**src/rtl/rmq_sqrt_pipe.sv**
```systemverilog
// Pipelined integer square root, one root bit per stage, with side data.
`timescale 1ns / 1ps

module rmq_sqrt_pipe #(
    parameter int XW    = 32,
    parameter int LANES = 1,
    parameter int PW    = 1
) (
    input  logic                clk,
    input  logic                rst_n,
    input  logic                ce,
    input  logic                in_valid,
    input  logic [XW-1:0]       x [LANES],
    input  logic [PW-1:0]       in_pay,
    output logic                out_valid,
    output logic [XW/2-1:0]     root [LANES],
    output logic [PW-1:0]       out_pay
);

    localparam int RW = XW / 2;

    logic [XW-1:0] rem_reg [RW][LANES];
    logic [RW-1:0] res_reg [RW][LANES];
    logic [PW-1:0] pay_reg [RW];
    logic          vld_reg [RW];

    for (genvar s = 0; s < RW; s++) begin : g_stage
        localparam int K = RW - 1 - s;

        logic [XW-1:0] rem_src [LANES];
        logic [RW-1:0] res_src [LANES];
        logic [PW-1:0] pay_src;
        logic          vld_src;

        // Take the previous stage, or the inputs at the head
        if (s == 0) begin : g_src_in
            assign vld_src = in_valid;
            assign pay_src = in_pay;
            for (genvar l = 0; l < LANES; l++) begin : g_lane_src
                assign rem_src[l] = x[l];
                assign res_src[l] = '0;
            end
        end else begin : g_src_reg
            assign vld_src = vld_reg[s-1];
            assign pay_src = pay_reg[s-1];
            for (genvar l = 0; l < LANES; l++) begin : g_lane_src
                assign rem_src[l] = rem_reg[s-1][l];
                assign res_src[l] = res_reg[s-1][l];
            end
        end

        // Try one root bit: keep it if the remainder covers the trial term
        for (genvar l = 0; l < LANES; l++) begin : g_lane
            logic [XW:0]   trial;
            logic          take;
            logic [XW-1:0] rem_next;
            logic [RW-1:0] res_next;

            assign trial    = ((XW+1)'(res_src[l]) << (K + 1)) + ((XW+1)'(1) << (2 * K));
            assign take     = {1'b0, rem_src[l]} >= trial;
            assign rem_next = take ? (rem_src[l] - trial[XW-1:0]) : rem_src[l];
            assign res_next = take ? (res_src[l] | (RW'(1) << K)) : res_src[l];

            always_ff @(posedge clk)
            begin
                if (ce)
                begin
                    rem_reg[s][l] <= rem_next;
                    res_reg[s][l] <= res_next;
                end
            end
        end

        // Advance side data
        always_ff @(posedge clk)
        begin
            if (ce)
            begin
                pay_reg[s] <= pay_src;
            end
        end

        // Advance valid bit
        always_ff @(posedge clk or negedge rst_n)
        begin
            if (!rst_n)
            begin
                vld_reg[s] <= 1'b0;
            end
            else if (ce)
            begin
                vld_reg[s] <= vld_src;
            end
        end
    end

    assign out_valid = vld_reg[RW-1];
    assign out_pay   = pay_reg[RW-1];

    for (genvar l = 0; l < LANES; l++) begin : g_out
        assign root[l] = res_reg[RW-1][l];
    end

endmodule

```
**config.mk**
```make
export PLATFORM = sky130hd
export DESIGN_NAME = rmq_sqrt_pipe
export DESIGN_NICKNAME = d
export VERILOG_FILES = /design/src/rtl/rmq_sqrt_pipe.sv
export SDC_FILE = /design/constraint.sdc
export NUM_CORES = 1
export LEC_CHECK = 0
export BUFFER_PORTS_ARGS = -buffer_cell sky130_fd_sc_hd__buf_4
export CORE_AREA = 2 2 255 207
export DETAILED_ROUTE_END_ITERATION = 6
export DIE_AREA = 0 0 257 209
export PLACE_DENSITY = 0.75
export SLEW_MARGIN = 40
export SYNTH_ARGS = -nofsm -noshare
export SYNTH_HDL_FRONTEND = slang
export SYNTH_SLANG_ARGS = --single-unit
export TNS_END_PERCENT = 100
```
**constraint.sdc**
```tcl
create_clock -name clk -period 3.7 [get_ports clk]
set_input_delay 0.185 -clock clk [delete_from_list [all_inputs] [get_ports clk]]
set_output_delay 0.185 -clock clk [all_outputs]
set_load 0.05 [all_outputs]
```
# Word level (Yosys, flattened, before mapping)
# Memories as Yosys holds them, arrays and structs flattened.
# Cells that the tools add are included.
word_totals:
  word_cells: 100
  ram_bits: 784
  n_memories: 3
  inputBits: 37
  ff_bits: 16
  output_inout_bits: 18
op_classes:
  n_addsub: 31
  mux: 34
  n_lt_le_gt_ge: 16
memory_table:
  columns: ["name", "depth", "width", "read_ports", "rd_clocked_by_memory_dff", "wr", "line_no", "text"]
  rows:
  - ["rem_reg", 16, 32, 15, 0, 16, "22", "logic [XW-1:0] rem_reg [RW][LANES];"]
  - ["res_reg", 16, 16, 16, 0, 16, "23", "logic [RW-1:0] res_reg [RW][LANES];"]
  - ["pay_reg", 16, 1, 16, 0, 16, "24", "logic [PW-1:0] pay_reg [RW];"]
ops:
  columns: ["operator", "n"]
  rows:
  - ["32-bit two-way mux", 16]
  - ["31-bit by 29-bit adder with 32-bit output (second input constant)", 1]
  - ["32-bit by 18-bit >= comparator with 1-bit output", 1]
  - ["32-bit by 19-bit >= comparator with 1-bit output", 1]
  - ["32-bit by 20-bit >= comparator with 1-bit output", 1]
  - ["32-bit by 21-bit >= comparator with 1-bit output", 1]
  - ["32-bit by 22-bit >= comparator with 1-bit output", 1]
  - ["32-bit by 23-bit >= comparator with 1-bit output", 1]
  - ["32-bit by 24-bit >= comparator with 1-bit output", 1]
  - ["32-bit by 25-bit >= comparator with 1-bit output", 1]
  - ["32-bit by 26-bit >= comparator with 1-bit output", 1]
  - ["32-bit by 27-bit >= comparator with 1-bit output", 1]
  - ["32-bit by 28-bit >= comparator with 1-bit output", 1]
  - ["32-bit by 29-bit >= comparator with 1-bit output", 1]
  - ["32-bit by 30-bit >= comparator with 1-bit output", 1]
  - ["32-bit by 31-bit >= comparator with 1-bit output", 1]
  - ["32-bit by 31-bit >= comparator with 1-bit output (second input constant)", 1]
  - ["32-bit >= comparator", 1]
  - ["32-bit by 18-bit subtractor with 32-bit output", 1]
  - ["32-bit by 19-bit subtractor with 32-bit output", 1]
  - ["32-bit by 20-bit subtractor with 32-bit output", 1]
  - ["32-bit by 21-bit subtractor with 32-bit output", 1]
  - ["32-bit by 22-bit subtractor with 32-bit output", 1]
  - ["32-bit by 23-bit subtractor with 32-bit output", 1]
  - ["other kinds (40)", 42]

# Depth between registers and ports, before layout
# An unclocked memory read counts as a cell.
logic_depth:
  ltp_word: 4
  depth_mapped: 12
  depth_no_buf: 10

# Worst setup path after synthesis
# OpenSTA, ideal clock, no wires.
synth_timing:
  path_kind: "flip-flop to flip-flop"
  startpoint: "mem rem_reg[13][6] (netlist bit)"
  endpoint: "mem rem_reg[14][6] (netlist bit) (data pin)"
  t_arrival_ns: 2.426
  synth_period_minus_slack_ns: 2.688
  setup_slack_ns: 1.012
  stages_incl_launch_ff: 9
  setup_ns: 0.262
  cell_sequence: "edfxtp_1 ha_1 a21oi_1 nor2b_1 or4_1 a21oi_1 o211ai_1 buf_2 mux2_1"
synth_rtl:
  columns: ["element", "line_no"]
  rows:
  - ["start: declaration", "22"]

==> summary by stage <==
Run status
The flow ran to the end, and the final reports show no timing, DRC or antenna violations.

Clock tree
The cell at the root of the clock tree is sky130_fd_sc_hd__clkbuf_16. CTS built an H-tree with a depth of 2. Hold repair after CTS inserted 36 buffers. The largest buffer count on any clock path is 3. The total clock sinks is about 650. The clock transition at the registers of the reported paths is 60 ps. The total setup buffers inserted after CTS is 0. The TritonCTS clock tree is done. For the worst-skew pair, the clock arrives at the later sink with an insertion delay of around 640 ps. Post-CTS repair changed the size of 0 cells.

Counting the buffers created by CTS gives between 60 and 70.

STA
Setup repair after global routing left no endpoint under its margin. The final setup TNS is 0 ps. Headroom to the max-slew limit came out at a little under half. Setup violations remaining at the end of the flow were counted as 0.

The worst setup skew after layout is approximately 31 ps. The transition time at the pin with the least slew margin is 803 ps. The peak clock frequency supported by timing is 0.303 GHz. The max-slew violation total from the final report is 0. The share of the cycle needed by the critical path after routing is 89.2%.

The hold violation total from the final report is 0. The clock period minus worst slack is 3300 ps. The worst hold margin is 28.5 ps.

Global routing
Entering global routing, the biggest net connects roughly 130 pins. The number of antenna violations at the first check in global routing came to 0. The number of global-route vias before repair came to ~18,000. Summed over all layers, the global routing overflow is 0.

The first global-routing pass estimated between 90,000 and 100,000 um of wire. The global-route usage over all layers is between 20% and 30%.

Pwr
Power spread over the standard cell area amounts to about 570 nW/um2. The worst vdd rail ir drop is about 420 uV. For this design the static power due to leakage is 12.8 nW.

Yosys
The number of synthesized register bits is 648. The number of enable flip-flop cells after synthesis is around 630. After synthesis, the mean cell area works out to roughly 13 um2. The synthesized area is approximately 30,000 um2. Counting flops with an async set or reset pin after synthesis yields a share of under 10%.

The synthesized instance count is roughly 2,300. For this run, the number of Yosys warnings is 0. The synthesized netlist net count is between 2,000 and 3,000. In the synthesized netlist the dominant register cell turns out to be sky130_fd_sc_hd__edfxtp_1. The synthesized netlist contains 85 unique library cells.

The part of the Yosys area used for sequential elements is 63.7%.

Floorplanning
Once the floorplan was initialized, standard cells occupied between 50% and 60% of the core. The floorplan step defined a core boundary enclosing around 52,000 um2. Measured along the y axis, the die boundary spans around 210 um. The number of core rows is between 70 and 80. The die extent in x is 257 um.

The floorplan step defined a die boundary enclosing approximately 54,000 um2. The I/O pin count is 55.

Job
Across the run, the number of max-cap violations was 0.

Setup path
STA classifies the critical path startpoint as a flip-flop. The critical path is of the flip-flop to flip-flop type. The worst-path maximum fanout is 33. The capturing element type of the critical path is a flip-flop. For the worst setup path, the data required time is between 4000 and 5000 ps. At the worst endpoint, the arrival time is 3680 ps.

Layout
0 antenna diodes ended up in the layout. Summing all flip-flop and latch instances after layout gives between 15,000 and 20,000 um2. The flip-flop count of the largest register after layout is 480. The area added between synthesis and finish is 11.8%. For this run, the post-layout net count is around 2,600. The multi-input logic area is between 10,000 and 15,000 um2. Cells with a size suffix above 1 make up roughly 9% of the layout.

The layout has about 3,600 filler cells.

Drt
The number of search-and-repair iterations in the first detailed-routing pass is 6. Summing over every cut layer, the via total after detailed routing is roughly 18,000. After detailed routing, the number of vias per cell comes to 5.80. The final routed wirelength across all metal layers is 59,400 um.

In this run, the number of DRC markers left after iteration 0 of detailed routing was around 1,700. In the routed design, unresolved DRC markers number 0. Dividing the detail-routed wire length by the instance count gives ~19 um. Once detail routing completed, the nets flagged for antenna violations numbered 0.

Min path
The worst hold path belongs to the class input pin to flip-flop.

Place
In this run the tool buffered the top-level ports with 54 buffer cells. The last weighted congestion value of the routability-driven placer is 0.923. After legalization and detailed placement, the total HPWL measured ~42,000 um.
[layer usage]
metal	wire length [um]	vias up	share of wire, %	GRT usage, %
met5	0	-	0	0
met4	1320	0	2.2	6.50
met3	2830	88	4.8	3.34
met2	29400	463	50	38.0
met1	25800	8997	43	30.1
li1	-	8943	-	-
[cell type report]
class / instances / share of cell area, %
Sequential cell: 648 / 57.0
Multi-Input combinational cell: 1441 / 29.7
Clock buffer: 71 / 4.66
Timing Repair Buffer: 109 / 2.92
Tap cell: 693 / 2.55
Inverter: 190 / 2.11
Clock inverter: 38 / 1.02
[stage by stage]
stage	cell area (um2)	power [mW]	setup slack (ps)	utilization, %	std cells
final	34000	19.3	398	66.0	3190
after global routing	34000	20.2	143	66.0	3190
after CTS	34000	19.4	418	65.9	3188
after detailed placement	31700	13.4	415	61.5	3043
after global placement	31700	13.2	456	61.5	3043
after floorplan	30400	12.3	1010	-	2323
[cells in the mapped netlist (7+ instances only)]
master                     count  share of area (%)
sky130_fd_sc_hd__nand3b_1      9               0.22
sky130_fd_sc_hd__o21bai_1      7               0.17
sky130_fd_sc_hd__nand4_1      34               0.70
sky130_fd_sc_hd__a21oi_1     133                2.2
sky130_fd_sc_hd__a211oi_1     13               0.32
sky130_fd_sc_hd__o31ai_1      12               0.30
sky130_fd_sc_hd__a31oi_1       7               0.14
sky130_fd_sc_hd__edfxtp_1    632                 62
sky130_fd_sc_hd__and3_1       10               0.21
sky130_fd_sc_hd__or3_1        20               0.41
sky130_fd_sc_hd__ha_1        150                6.2
sky130_fd_sc_hd__nor2b_1      21               0.43
sky130_fd_sc_hd__nor3_1       70                1.2
sky130_fd_sc_hd__or4_1        23               0.57
sky130_fd_sc_hd__nand2b_1     24               0.49
sky130_fd_sc_hd__a21o_1       26               0.64
sky130_fd_sc_hd__xor2_1      109                3.1
sky130_fd_sc_hd__dfrtp_1      16                1.3
sky130_fd_sc_hd__inv_1       189                2.3
sky130_fd_sc_hd__o21ai_0     106                1.7
sky130_fd_sc_hd__or2_2         8               0.16
sky130_fd_sc_hd__mux2_2       31                1.1
sky130_fd_sc_hd__o21a_1       30               0.74
sky130_fd_sc_hd__nor4b_1      18               0.52
sky130_fd_sc_hd__nor2_1      148                1.8
sky130_fd_sc_hd__nand3_1      30               0.49
sky130_fd_sc_hd__nand2_1     115                1.4
sky130_fd_sc_hd__clkbuf_1     22               0.27
sky130_fd_sc_hd__o211ai_1     10               0.25
sky130_fd_sc_hd__buf_2        11               0.18
sky130_fd_sc_hd__nor4_1       73                1.5
sky130_fd_sc_hd__xnor2_1      88                2.5
[critical path: stages, from the launching register on]
cell                       delay (ps)
sky130_fd_sc_hd__edfxtp_1         390
sky130_fd_sc_hd__ha_1             370
sky130_fd_sc_hd__a21oi_1          260
sky130_fd_sc_hd__nor2b_1           90
sky130_fd_sc_hd__or4_1            570
sky130_fd_sc_hd__a21oi_1          340
sky130_fd_sc_hd__o211ai_1         280
sky130_fd_sc_hd__clkbuf_2         240
sky130_fd_sc_hd__buf_12           180
sky130_fd_sc_hd__mux2_1           310
[power by group]
group	internal, mW	total, mW	switching (mW)
combinational	1.44	3.33	1.89
sequential	9.27	9.98	0.709
clock	3.40	6.03	2.64
total	14.1	19.3	5.24
[placed cells by master (no fill, tap or decap), types with 12 or more instances in the layout]
cell type,n
sky130_fd_sc_hd__a211oi_1,13
sky130_fd_sc_hd__a21o_1,26
sky130_fd_sc_hd__a21oi_1,133
sky130_fd_sc_hd__buf_4,64
sky130_fd_sc_hd__clkbuf_16,62
sky130_fd_sc_hd__clkinv_1,20
sky130_fd_sc_hd__dfrtp_1,16
sky130_fd_sc_hd__dlygate4sd3_1,36
sky130_fd_sc_hd__edfxtp_1,632
sky130_fd_sc_hd__ha_1,150
sky130_fd_sc_hd__inv_1,189
sky130_fd_sc_hd__mux2_2,31
sky130_fd_sc_hd__nand2_1,115
sky130_fd_sc_hd__nand2b_1,24
sky130_fd_sc_hd__nand3_1,30
sky130_fd_sc_hd__nand4_1,34
sky130_fd_sc_hd__nor2_1,148
sky130_fd_sc_hd__nor2b_1,21
sky130_fd_sc_hd__nor3_1,69
sky130_fd_sc_hd__nor4_1,73
sky130_fd_sc_hd__nor4b_1,17
sky130_fd_sc_hd__o21a_1,30
sky130_fd_sc_hd__o21ai_0,106
sky130_fd_sc_hd__o31ai_1,12
sky130_fd_sc_hd__or3_1,20
sky130_fd_sc_hd__or4_1,23
sky130_fd_sc_hd__xnor2_1,88
sky130_fd_sc_hd__xor2_1,109
[cell families (layout without fill, tap and decap cells)]
group                      Yosys count  count (layout)  synth area share [%]
DFF                                648             648                  63.7
AOI/OAI and AO/OA                  405             405                  8.35
muxes                               39              39                  1.42
xor gates and xnor gates           198             198                  5.73
adders and majority gates          150             150                  6.17
buffers and inverters              234             408                  3.11
and+or+nand+nor                    649             649                  11.5
[path summary, 6_finish.rpt]
path	startpoint	end	slack [ps]	depth (start not counted)
max	rem_reg[13][6]	rem_reg[14][6]	400	9
min	ce	res_reg[0][110]	30	1
max reg2reg	rem_reg[13][6]	rem_reg[14][6]	400	9
min reg2reg	pay_reg[0][6]	pay_reg[0][7]	420	0
max in group asynchronous	rst_n	out_valid	2590	3
min in group asynchronous	rst_n	g_stage[14].vld_src	670	3
(Power assumes the default switching activity.)
