## config.mk

```make
export PLATFORM = sky130hd
export DESIGN_NAME = rmq_div_pipe
export DESIGN_NICKNAME = d
export VERILOG_FILES = /design/src/rtl/rmq_div_pipe.sv
export SDC_FILE = /design/constraint.sdc
export NUM_CORES = 1
export LEC_CHECK = 0
export ABC_AREA = 1
export ABC_CLOCK_PERIOD_IN_PS = 2200
export BUFFER_PORTS_ARGS = -buffer_cell sky130_fd_sc_hd__buf_2
export CAP_MARGIN = 15
export CORE_UTILIZATION = 26
export DETAILED_ROUTE_END_ITERATION = 6
export HOLD_SLACK_MARGIN = 0.1
export PLACE_DENSITY = 0.42
export SETUP_SLACK_MARGIN = 0.05
export SKIP_LAST_GASP = 1
export SYNTH_ARGS = -nofsm -noshare
export SYNTH_HDL_FRONTEND = slang
export SYNTH_SLANG_ARGS = --single-unit
```

## constraint.sdc

```tcl
create_clock -name clk -period 2.2 [get_ports clk]
set_input_delay 0.44 -clock clk [delete_from_list [all_inputs] [get_ports clk]]
set_output_delay 0.44 -clock clk [all_outputs]
set_load 0.05 [all_outputs]
```

## src/rtl/rmq_div_pipe.sv

```systemverilog
// Pipelined restoring divider, one quotient bit per stage, shared divisor.
`timescale 1ns / 1ps

module rmq_div_pipe #(
    parameter int NUM_W = 32,
    parameter int DEN_W = 16,
    parameter int QW    = 16,
    parameter int LANES = 1,
    parameter int PW    = 1
) (
    input  logic                clk,
    input  logic                rst_n,
    input  logic                ce,
    input  logic                in_valid,
    input  logic [NUM_W-1:0]    num [LANES],
    input  logic [DEN_W-1:0]    den,
    input  logic [PW-1:0]       in_pay,
    output logic                out_valid,
    output logic [QW-1:0]       quo [LANES],
    output logic [PW-1:0]       out_pay
);

    localparam int EW = (NUM_W > DEN_W) ? NUM_W : DEN_W;
    localparam int SW = NUM_W + DEN_W + QW;

    logic [NUM_W-1:0] rem_reg [QW][LANES];
    logic [QW-1:0]    quo_reg [QW][LANES];
    logic [DEN_W-1:0] den_reg [QW];
    logic [PW-1:0]    pay_reg [QW];
    logic             vld_reg [QW];

    for (genvar s = 0; s < QW; s++) begin : g_stage
        localparam int K = QW - 1 - s;

        logic [NUM_W-1:0] rem_src [LANES];
        logic [QW-1:0]    quo_src [LANES];
        logic [DEN_W-1:0] den_src;
        logic [PW-1:0]    pay_src;
        logic             vld_src;
        logic [SW-1:0]    den_sh;

        // Take the previous stage, or the inputs at the head
        if (s == 0) begin : g_src_in
            assign vld_src = in_valid;
            assign pay_src = in_pay;
            assign den_src = den;
            for (genvar l = 0; l < LANES; l++) begin : g_lane_src
                assign rem_src[l] = num[l];
                assign quo_src[l] = '0;
            end
        end else begin : g_src_reg
            assign vld_src = vld_reg[s-1];
            assign pay_src = pay_reg[s-1];
            assign den_src = den_reg[s-1];
            for (genvar l = 0; l < LANES; l++) begin : g_lane_src
                assign rem_src[l] = rem_reg[s-1][l];
                assign quo_src[l] = quo_reg[s-1][l];
            end
        end

        assign den_sh = SW'(den_src) << K;

        // Subtract the shifted divisor where it fits
        for (genvar l = 0; l < LANES; l++) begin : g_lane
            logic [EW-1:0]    rem_hi;
            logic             take;
            logic [NUM_W-1:0] rem_next;
            logic [QW-1:0]    quo_next;

            assign rem_hi   = EW'(rem_src[l] >> K);
            assign take     = rem_hi >= EW'(den_src);
            assign rem_next = take ? (rem_src[l] - den_sh[NUM_W-1:0]) : rem_src[l];
            assign quo_next = take ? (quo_src[l] | (QW'(1) << K)) : quo_src[l];

            always_ff @(posedge clk)
            begin
                if (ce)
                begin
                    rem_reg[s][l] <= rem_next;
                    quo_reg[s][l] <= quo_next;
                end
            end
        end

        // Advance divisor and side data
        always_ff @(posedge clk)
        begin
            if (ce)
            begin
                den_reg[s] <= den_src;
                pay_reg[s] <= pay_src;
            end
        end

        // Advance valid bit
        always_ff @(posedge clk or negedge rst_n)
        begin
            if (!rst_n)
            begin
                vld_reg[s] <= 1'b0;
            end
            else if (ce)
            begin
                vld_reg[s] <= vld_src;
            end
        end
    end

    assign out_valid = vld_reg[QW-1];
    assign out_pay   = pay_reg[QW-1];

    for (genvar l = 0; l < LANES; l++) begin : g_out
        assign quo[l] = quo_reg[QW-1][l];
    end

endmodule
```

; ---- Word level (Yosys, flattened, before mapping)
; Memory sizes are Yosys's and may differ from the RTL's.
; Index checks and enable logic that the tools add are counted.
[op_classes]
add_sub_neg = 16
order_cmp = 16
mux = 34
[op_table]
columns = cell, count
row1 = 2-to-1 mux 32 bit, 16
row2 = >= comparator 32 x 16 -> 1 bit, 1
row3 = subtractor 32 x 16 -> 32 bit, 1
row4 = subtractor 32 x 17 -> 32 bit, 1
row5 = subtractor 32 x 18 -> 32 bit, 1
row6 = subtractor 32 x 19 -> 32 bit, 1
row7 = subtractor 32 x 20 -> 32 bit, 1
row8 = subtractor 32 x 21 -> 32 bit, 1
row9 = subtractor 32 x 22 -> 32 bit, 1
row10 = subtractor 32 x 23 -> 32 bit, 1
row11 = subtractor 32 x 24 -> 32 bit, 1
row12 = subtractor 32 x 25 -> 32 bit, 1
row13 = subtractor 32 x 26 -> 32 bit, 1
row14 = subtractor 32 x 27 -> 32 bit, 1
row15 = subtractor 32 x 28 -> 32 bit, 1
row16 = subtractor 32 x 29 -> 32 bit, 1
row17 = subtractor 32 x 30 -> 32 bit, 1
row18 = subtractor 32 x 31 -> 32 bit, 1
row19 = >= comparator 31 x 16 -> 1 bit, 1
row20 = >= comparator 30 x 16 -> 1 bit, 1
row21 = >= comparator 29 x 16 -> 1 bit, 1
row22 = >= comparator 28 x 16 -> 1 bit, 1
row23 = >= comparator 27 x 16 -> 1 bit, 1
row24 = >= comparator 26 x 16 -> 1 bit, 1
row25 = other kinds (25), 27
[word_totals]
reg_bits = 16
ramBits = 1040
input_bits = 53
out_inout_bits = 18
word_cells = 86
mem_count = 4
[memory_table]
columns = name, depth, width, rd, rd_clocked_by_memory_dff, write_ports, line_no
row1 = rem_reg, 16, 32, 15, 0, 16, 26  ; logic [NUM_W-1:0] rem_reg [QW][LANES];
row2 = den_reg, 16, 16, 15, 0, 16, 28  ; logic [DEN_W-1:0] den_reg [QW];
row3 = quo_reg, 16, 16, 16, 0, 16, 27  ; logic [QW-1:0] quo_reg [QW][LANES];
row4 = pay_reg, 16, 1, 16, 0, 16, 29  ; logic [PW-1:0] pay_reg [QW];

; ---- Logic depth before layout (Yosys ltp)
; Gate-level depths: netlist (run 1).
; An unclocked memory read counts as a cell.
[depth]
word_depth = 3
mapped_depth = 16

; ---- Worst setup path after synthesis (run 1)
; Ideal clock, no wire load.
[synth_timing]
path_kind = reg-to-reg
from = memory rem_reg[4][6] (netlist bit)
to = memory rem_reg[4][41] (netlist bit), data pin
setup_time_ns = 0.261
t_arrival_ns = 1.953
t_required_ns = 1.939
slack_ns = -0.014
stages_incl_launch_ff = 16
n_path_buf = 1
synth_period_minus_slack_ns = 2.214
cell_sequence = edfxtp_1 -> inv_1 -> ha_1 -> inv_1 -> fa_1 -> nand2_1 -> nand2_1 -> nand3_1 -> nand2_1 -> nand2_1 -> nand2_1 -> nand2_1 -> inv_1 -> nor2_2 -> buf_2 -> o21ai_0
[synth_lines]
columns = element, line_no
row1 = start: declaration, 26

==> reports/results.txt, run 1 <==
Ys async rst share = 0.0180
Die Wd = 449 um
Slew @ Worst Pin = 743 ps
Violated checks = negative setup slack
Vias = 46.9k
H-tree levels = 3
Worst hold slack = 392 ps
Vias per cell = 4.39
GRT Overall Usage = 0.167
Synth top area share = 0.504
Most common cell in the netlist = nand2_1
Post-Synthesis Cells = 6249
DR WL/cell = 16.6 um
Crit start category = register
DRC = 0
Switch share = 0.394
P&R area growth vs syn = 54.8%
Run status = complete, but fails checks
CP arrival = 2770 ps
Path type of the worst min-delay path = reg -> reg
Fmax = 438 MHz
Leak = 36.5 nW
Final Critical Period = 2280 ps
Peak VDD IR = 0.000610 V
Post-synth top cells = nand2_1, inv_1, edfxtp_1, nor2_1, nand3_1
Pwr Total = 91.1 mW
Final RePlAce weighted congestion = 0.889
Kind of critical path = reg -> reg
Worst path top cell family by delay = simple AND/OR/NAND/NOR gates
Core Footprint = 0.198 mm2
Clk pwr share = 0.204
Initial Util = 0.263
CP max stage cell = edfxtp_1
Die span in y = 449 um
Final core utilization = 0.407
Number of buffers created by CTS = 107
CP max stage delay = 400 ps
DRT Wirelength = 177 mm
Initial antenna violation count = 6
Combinational group share of total power = 0.512
Dominant synthesized flop cell = edfxtp_1
PortBufs = 70
Max_slew headroom = 0.503
DP HPWL = 130 mm
Fin nets = 8272
Share of power burned in registers = 0.283
Max-slew violations = 0
Endpoints failing hold = 0
Top post-synthesis cells by area = edfxtp_1, nand2_1, inv_1
Max FFs per register = 480
Clock Sinks = 888
Unrepaired setup endpoints after global routing = yes
YS warnings = 0
Die footprint = 0.202 mm2
Setup Skew = 31.4 ps
Area leader, netlist = edfxtp_1
FP Rows = 163
Clock Path Buffers = 3
Final Worst Setup Slack = -84.9 ps
CP required = 2690 ps
Ratio of cells with drive above 1 in the final layout = 0.408
Cells along the critical path = inv_2 -> ha_4 -> inv_4 -> fa_2 -> nand2_2 -> nand2_2 -> nand3_2 -> nand2_2 -> nand2_2 -> nand2_2 -> nand2_4 -> inv_4 -> nor2_4 -> buf_6 -> buf_12 -> o21ai_4
Syn_nets = 6573
Clk_lat worst skew = 750 ps
Final period utilization = 1.04
Synthesized area = 0.0519 mm2
First-pass GRT wire length = 263 mm
Final instance area = 0.0804 mm2
Crit-path most repeated cell = nand2_2
TritonCTS clock tree = built
Iteration-0 DRC count of the detailed router = 2729
Unique cell type count in the Yosys netlist = 45
Max-Cap Viols = 0
Yosys reg bits = 888
Io pins = 71
Placed Area = 0.0637 mm2
Post-synth EDFFs = 872
Vias in the first global route = 45.6k
Drt pass-1 iters = 5
CTS root buf = clkbuf_16
Psw = 35.9 mW
Reg clk slew, reported paths = 70 ps
Buffers and inverters on the worst path = 5
Crit. End Element = register
Cell Pwr Density = 1130 mW/mm2
Antenna-violating nets left = 0
Max FO, Critical Path = 5
Internal power = 55.2 mW
Final setup fails = 85
Synthesized area per cell = 8.31 um2
Post-synthesis sequential area ratio = 0.512
Grt total ovfl = 0
Largest net degree at the start of global routing = 73
## metal layers
layer	vias to the layer above	routed length, um	track usage
li1	23600	-	-
met1	22300	84400	0.233
met2	782	81600	0.268
met3	212	6760	0.0246
met4	0	4090	0.0477
met5	-	0	0
## timing repair
| item | CTS | global route |
|---|---|---|
| setup endpoints to repair | 347 | 368 |
| cloned | 32 | 18 |
| pin swaps | 237 | 463 |
| hold buffers | 53 | 0 |
| endpoints found under the hold margin | 74 | 0 |
| gates resized for setup | 907 | 1235 |
| buffers inserted | 209 | 223 |
## area by class of cell
cell class	count	area (um2)
clock inverter	70	858
inverter	1050	4080
timing repair inverter	9	93.8
timing repair buffer	1632	13800
fill	19800	117000
sequential	888	26600
multi-input combinational	4260	28900
clock buffer	130	2810
tap	2640	3300
antenna	1	2.50
## placed cells by master, fill, tap and decap left out, types with 111 or more instances in the layout
cell type and n:
nand2_1 1622, buf_4 1326, inv_1 896, edfxtp_1 872
nand2_2 438, nor2_1 369, nand3_1 259, nand2_4 213
ha_4 169, a21oi_1 140, inv_2 135, clkbuf_16 119
xor2_1 111
## power by group through the flow
stage | Combinational (mW) | Sequential (mW) | Clock (mW)
after detailed placement | 33.8 | 25.6 | 0
after global placement | 33.8 | 25.6 | 0
after floorplan | 18.4 | 24.5 | 0
after CTS | 39.4 | 25.6 | 19.3
after global routing | 51.0 | 26.1 | 19.9
final | 46.7 | 25.8 | 18.6
## through the flow
step | setup TNS [ps] | setup WS [ps] | std cells
after global routing | -16750 | -209 | 10700
after floorplan | 0 | 54.5 | 6249
after CTS | -4430 | -163 | 10500
after global placement | -52760 | -531 | 9982
after detailed placement | -54120 | -500 | 9982
final | -3100 | -84.9 | 10700
## kinds of logic (layout without fill, tap and decap cells)
logic type      Yosys count  after routing  share of synthesized area
xor+xnor                150            150                     0.0253
simple gates           3409           3410                      0.269
compound gates          425            427                     0.0428
buf+inv                1104           2891                     0.0835
mux                       2              2                   0.000434
fa+ha+maj               271            271                     0.0674
other cells               0              1                          0
flops                   888            888                      0.512
## final timing paths
check,from,end,slack [ps],depth (start not counted)
worst max-delay path,rem_reg[4][6],rem_reg[4][45],-80,16
worst min-delay path,rem_reg[1][36],rem_reg[2][4],390,0
worst max register to register,rem_reg[4][6],rem_reg[4][45],-80,16
worst min register to register,rem_reg[1][36],rem_reg[2][4],390,0
max in group asynchronous,rst_n,g_stage[2].vld_src,900,3
min in group asynchronous,rst_n,g_stage[5].vld_src,820,3
## worst reg2reg max path, cell delays in order (launching register included)
cell	delay, ps
edfxtp_1	400
inv_2	90
ha_4	140
inv_4	30
fa_2	330
nand2_2	70
nand2_2	60
nand3_2	70
nand2_2	80
nand2_2	70
nand2_2	70
nand2_4	90
inv_4	40
nor2_4	140
buf_6	150
buf_12	130
o21ai_4	60
(Power assumes the default switching activity.)
==> run 2, diff against run 1 <==
- CELL_PAD_IN_SITES_DETAIL_PLACEMENT: unset -> 0
- CELL_PAD_IN_SITES_GLOBAL_PLACEMENT: unset -> 1
- PLACE_DENSITY: 0.42 -> 0.51
==> run 2 against run 1 <==
- the run still ends with negative setup slack left
- fmax shrank 1.1%
- highest routed layer unchanged
- clock skew grew 13 ps
- sequential share of layout area shrank 0.17 points
- worst setup slack lost 24 ps
- total power grew 0.13%
- first-iteration DRC count shrank 4.3%
- final cell count grew 0.76%
- combinational power grew 0.9%
- clock power shrank 2%
- utilization grew 0.20 points
- critical path depth shrank 2
- critical path type unchanged
- count of clock-buffer cells in the layout shrank 7
==> reports/results.txt, run 2 (synthesis results as in run 1) <==
Placed Area = 0.0644 mm2 (+1.1%)
Buffers and inverters on the worst path = 4 (-1)
Filler Cell Count = 19.8k (+0.26%)
Cell Pwr Density = 1130 mW/mm2 (-0.37%)
Clock Path Buffers = 3 (unchanged)
First-pass GRT wire length = 268 mm (+1.7%)
Max FFs per register = 480 (unchanged)
Psw = 35.5 mW (-1.1%)
CP arrival = 2800 ps (+30 ps)
Clk_lat worst skew = 760 ps (about the same)
PortBufs = 70 (unchanged)
Io pins = 71 (unchanged)
Metal2 WL = 82.5 mm (+0.99%)
Cells along the critical path = ha_4 -> buf_6 -> nand2_4 -> nor2_4 -> and3_4 -> nand2_2 -> nand2_2 -> nand2_2 -> nand2_4 -> inv_8 -> buf_12 -> buf_8 -> nand2_2 -> nand2_1
Peak VDD IR = 0.000650 V (+6.6%)
Worst path top cell family by delay = simple AND/OR/NAND/NOR gates
Number of buffers created by CTS = 108 (+0.93%)
CP required = 2700 ps (about the same)
DP Worst Slack = -410 ps (+90.4 ps)
Internal power = 55.7 mW (+0.95%)
Clk pwr share = 0.199 (-0.005)
CTS root buf = clkbuf_16
Drt pass-1 iters = 5 (unchanged)
Largest net degree at the start of global routing = 86 (+18%)
DRC = 0 (unchanged)
Kind of critical path = reg -> reg
Endpoints failing hold = 0 (unchanged)
Final Worst Setup Slack = -109 ps (-24.4 ps)
Die Wd = 449 um (unchanged)
Max_slew headroom = 0.529 (+0.0258)
Leak = 36.8 nW (+0.95%)
Final period utilization = 1.05 (+0.0111)
Run status = complete, but fails checks
Grt total ovfl = 0 (unchanged)
DP HPWL = 133 mm (+2.1%)
Crit-path most repeated cell = nand2_2
Final instance area = 0.0808 mm2 (+0.50%)
Max-Cap Viols = 0 (unchanged)
Iteration-0 DRC count of the detailed router = 2613 (-4.3%)
Reg clk slew, reported paths = 60 ps (about the same)
Commonest cells after routing, fill and taps aside = nand2_1, buf_4, inv_1
Die span in y = 449 um (unchanged)
Slew @ Worst Pin = 704 ps (-38.6 ps)
Vias per cell = 4.34 (-1.2%)
Vias = 46.7k (-0.43%)
Violated checks = negative setup slack
H-tree levels = 3 (unchanged)
Final Critical Period = 2310 ps (+24.4 ps)
Final RePlAce weighted congestion = 0.850 (-4.4%)
TritonCTS clock tree = built
Core Footprint = 0.198 mm2 (unchanged)
Max layer used = met4
Path type of the worst min-delay path = in -> reg
Initial Util = 0.263 (unchanged)
DR WL/cell = 16.6 um (+0.33%)
Met3 WL = 5.83 mm (-14%)
Clock Sinks = 888 (unchanged)
Most common cell after layout, fill and taps aside = nand2_1
Share of power burned in registers = 0.284 (about the same)
Setup Skew = 44.5 ps (+13.1 ps)
P&R area growth vs syn = 55.6%
Vias in the first global route = 45.9k (+0.75%)
Crit start category = register
Final setup fails = 84 (-1.2%)
Initial antenna violation count = 3 (-3)
Met1 WL = 87.0 mm (+3.0%)
CP max stage delay = 510 ps (+110 ps)
Crit. End Element = register
Fmax = 433 MHz (-1.1%)
CP max stage cell = edfxtp_1
FP Rows = 163 (unchanged)
DRT Wirelength = 179 mm (+1.1%)
Switch share = 0.389 (-0.00497)
Max-slew violations = 0 (unchanged)
Antenna-violating nets left = 0 (unchanged)
Fin nets = 8353 (+0.98%)
Ratio of cells with drive above 1 in the final layout = 0.418 (+0.00997)
Max FO, Critical Path = 5 (unchanged)
GRT Overall Usage = 0.171 (+0.00382)
Unrepaired setup endpoints after global routing = yes
Combinational group share of total power = 0.517 (+0.005)
Die footprint = 0.202 mm2 (unchanged)
[run 2: cell type report]
cell class	count	area [um2]	area share
inverter	1050	4080	0.0505
multi-input combinational	4259	28800	0.356
timing repair buffer	1719	14500	0.179
sequential	888	26600	0.329
timing repair inverter	3	42.5	0.000526
antenna	1	2.50	0.0000310
tap	2640	3300	0.0409
clock buffer	123	2780	0.0344
clock inverter	78	807	0.00998
[run 2: repair_timing]
action / 4_1_cts / 5_1_grt
cloned: 31 / 7
buffers inserted: 236 / 192
pin swaps: 246 / 459
endpoints found under the setup margin: 352 / 370
hold buffers: 52 / 0
gates resized for setup: 914 / 1267
endpoints found under the hold margin: 66 / 0
[run 2: through the flow]
step / hold slack [ps] / setup TNS, ps / utilization / instances / total power, mW
after detailed placement: 375 / -60990 / 0.325 / 10100 / 60.7
after CTS: 126 / -5920 / 0.379 / 10600 / 85.3
after global placement: 369 / -59420 / 0.325 / 10100 / 60.8
after floorplan: 144 / 0 / - / 6249 / 42.9
after global routing: 167 / -18100 / 0.409 / 10800 / 97.5
final: 213 / -3490 / 0.409 / 10800 / 91.2
[run 2: metal layers]
metal / up-vias / track usage
li1: 23800 / -
met5: - / 0
met4: 0 / 0.0410
met2: 709 / 0.277
met3: 185 / 0.0177
met1: 22000 / 0.244
[run 2: power by group through the flow]
stage,Combinational [mW],Clock (mW),Sequential [mW]
after floorplan,18.4,0,24.5
after global placement,35.0,0,25.8
after detailed placement,35.0,0,25.7
after CTS,40.6,19.0,25.8
after global routing,51.8,19.5,26.2
final,47.1,18.2,25.9
[run 2: worst paths after layout]
path / endpoint / depth (start not counted) / start / slack, ps
worst max-delay path: rem_reg[5][18] / 14 / rem_reg[4][45] / -110
worst min-delay path: pay_reg[9] / 2 / ce / 210
worst max register to register: rem_reg[5][18] / 14 / rem_reg[4][45] / -110
worst min register to register: quo_reg[6][23] / 0 / quo_reg[6][7] / 410
max in group asynchronous: g_stage[9].vld_src / 3 / rst_n / 950
min in group asynchronous: out_valid / 3 / rst_n / 800
[run 2: worst reg2reg max path, delay by kind of cell (launching register included)]
kind / cells / cell delay, ps
DFF: 1 / 510
buffers and inverters: 4 / 430
and+or+nand+nor: 9 / 810
adders and majority gates: 1 / 340
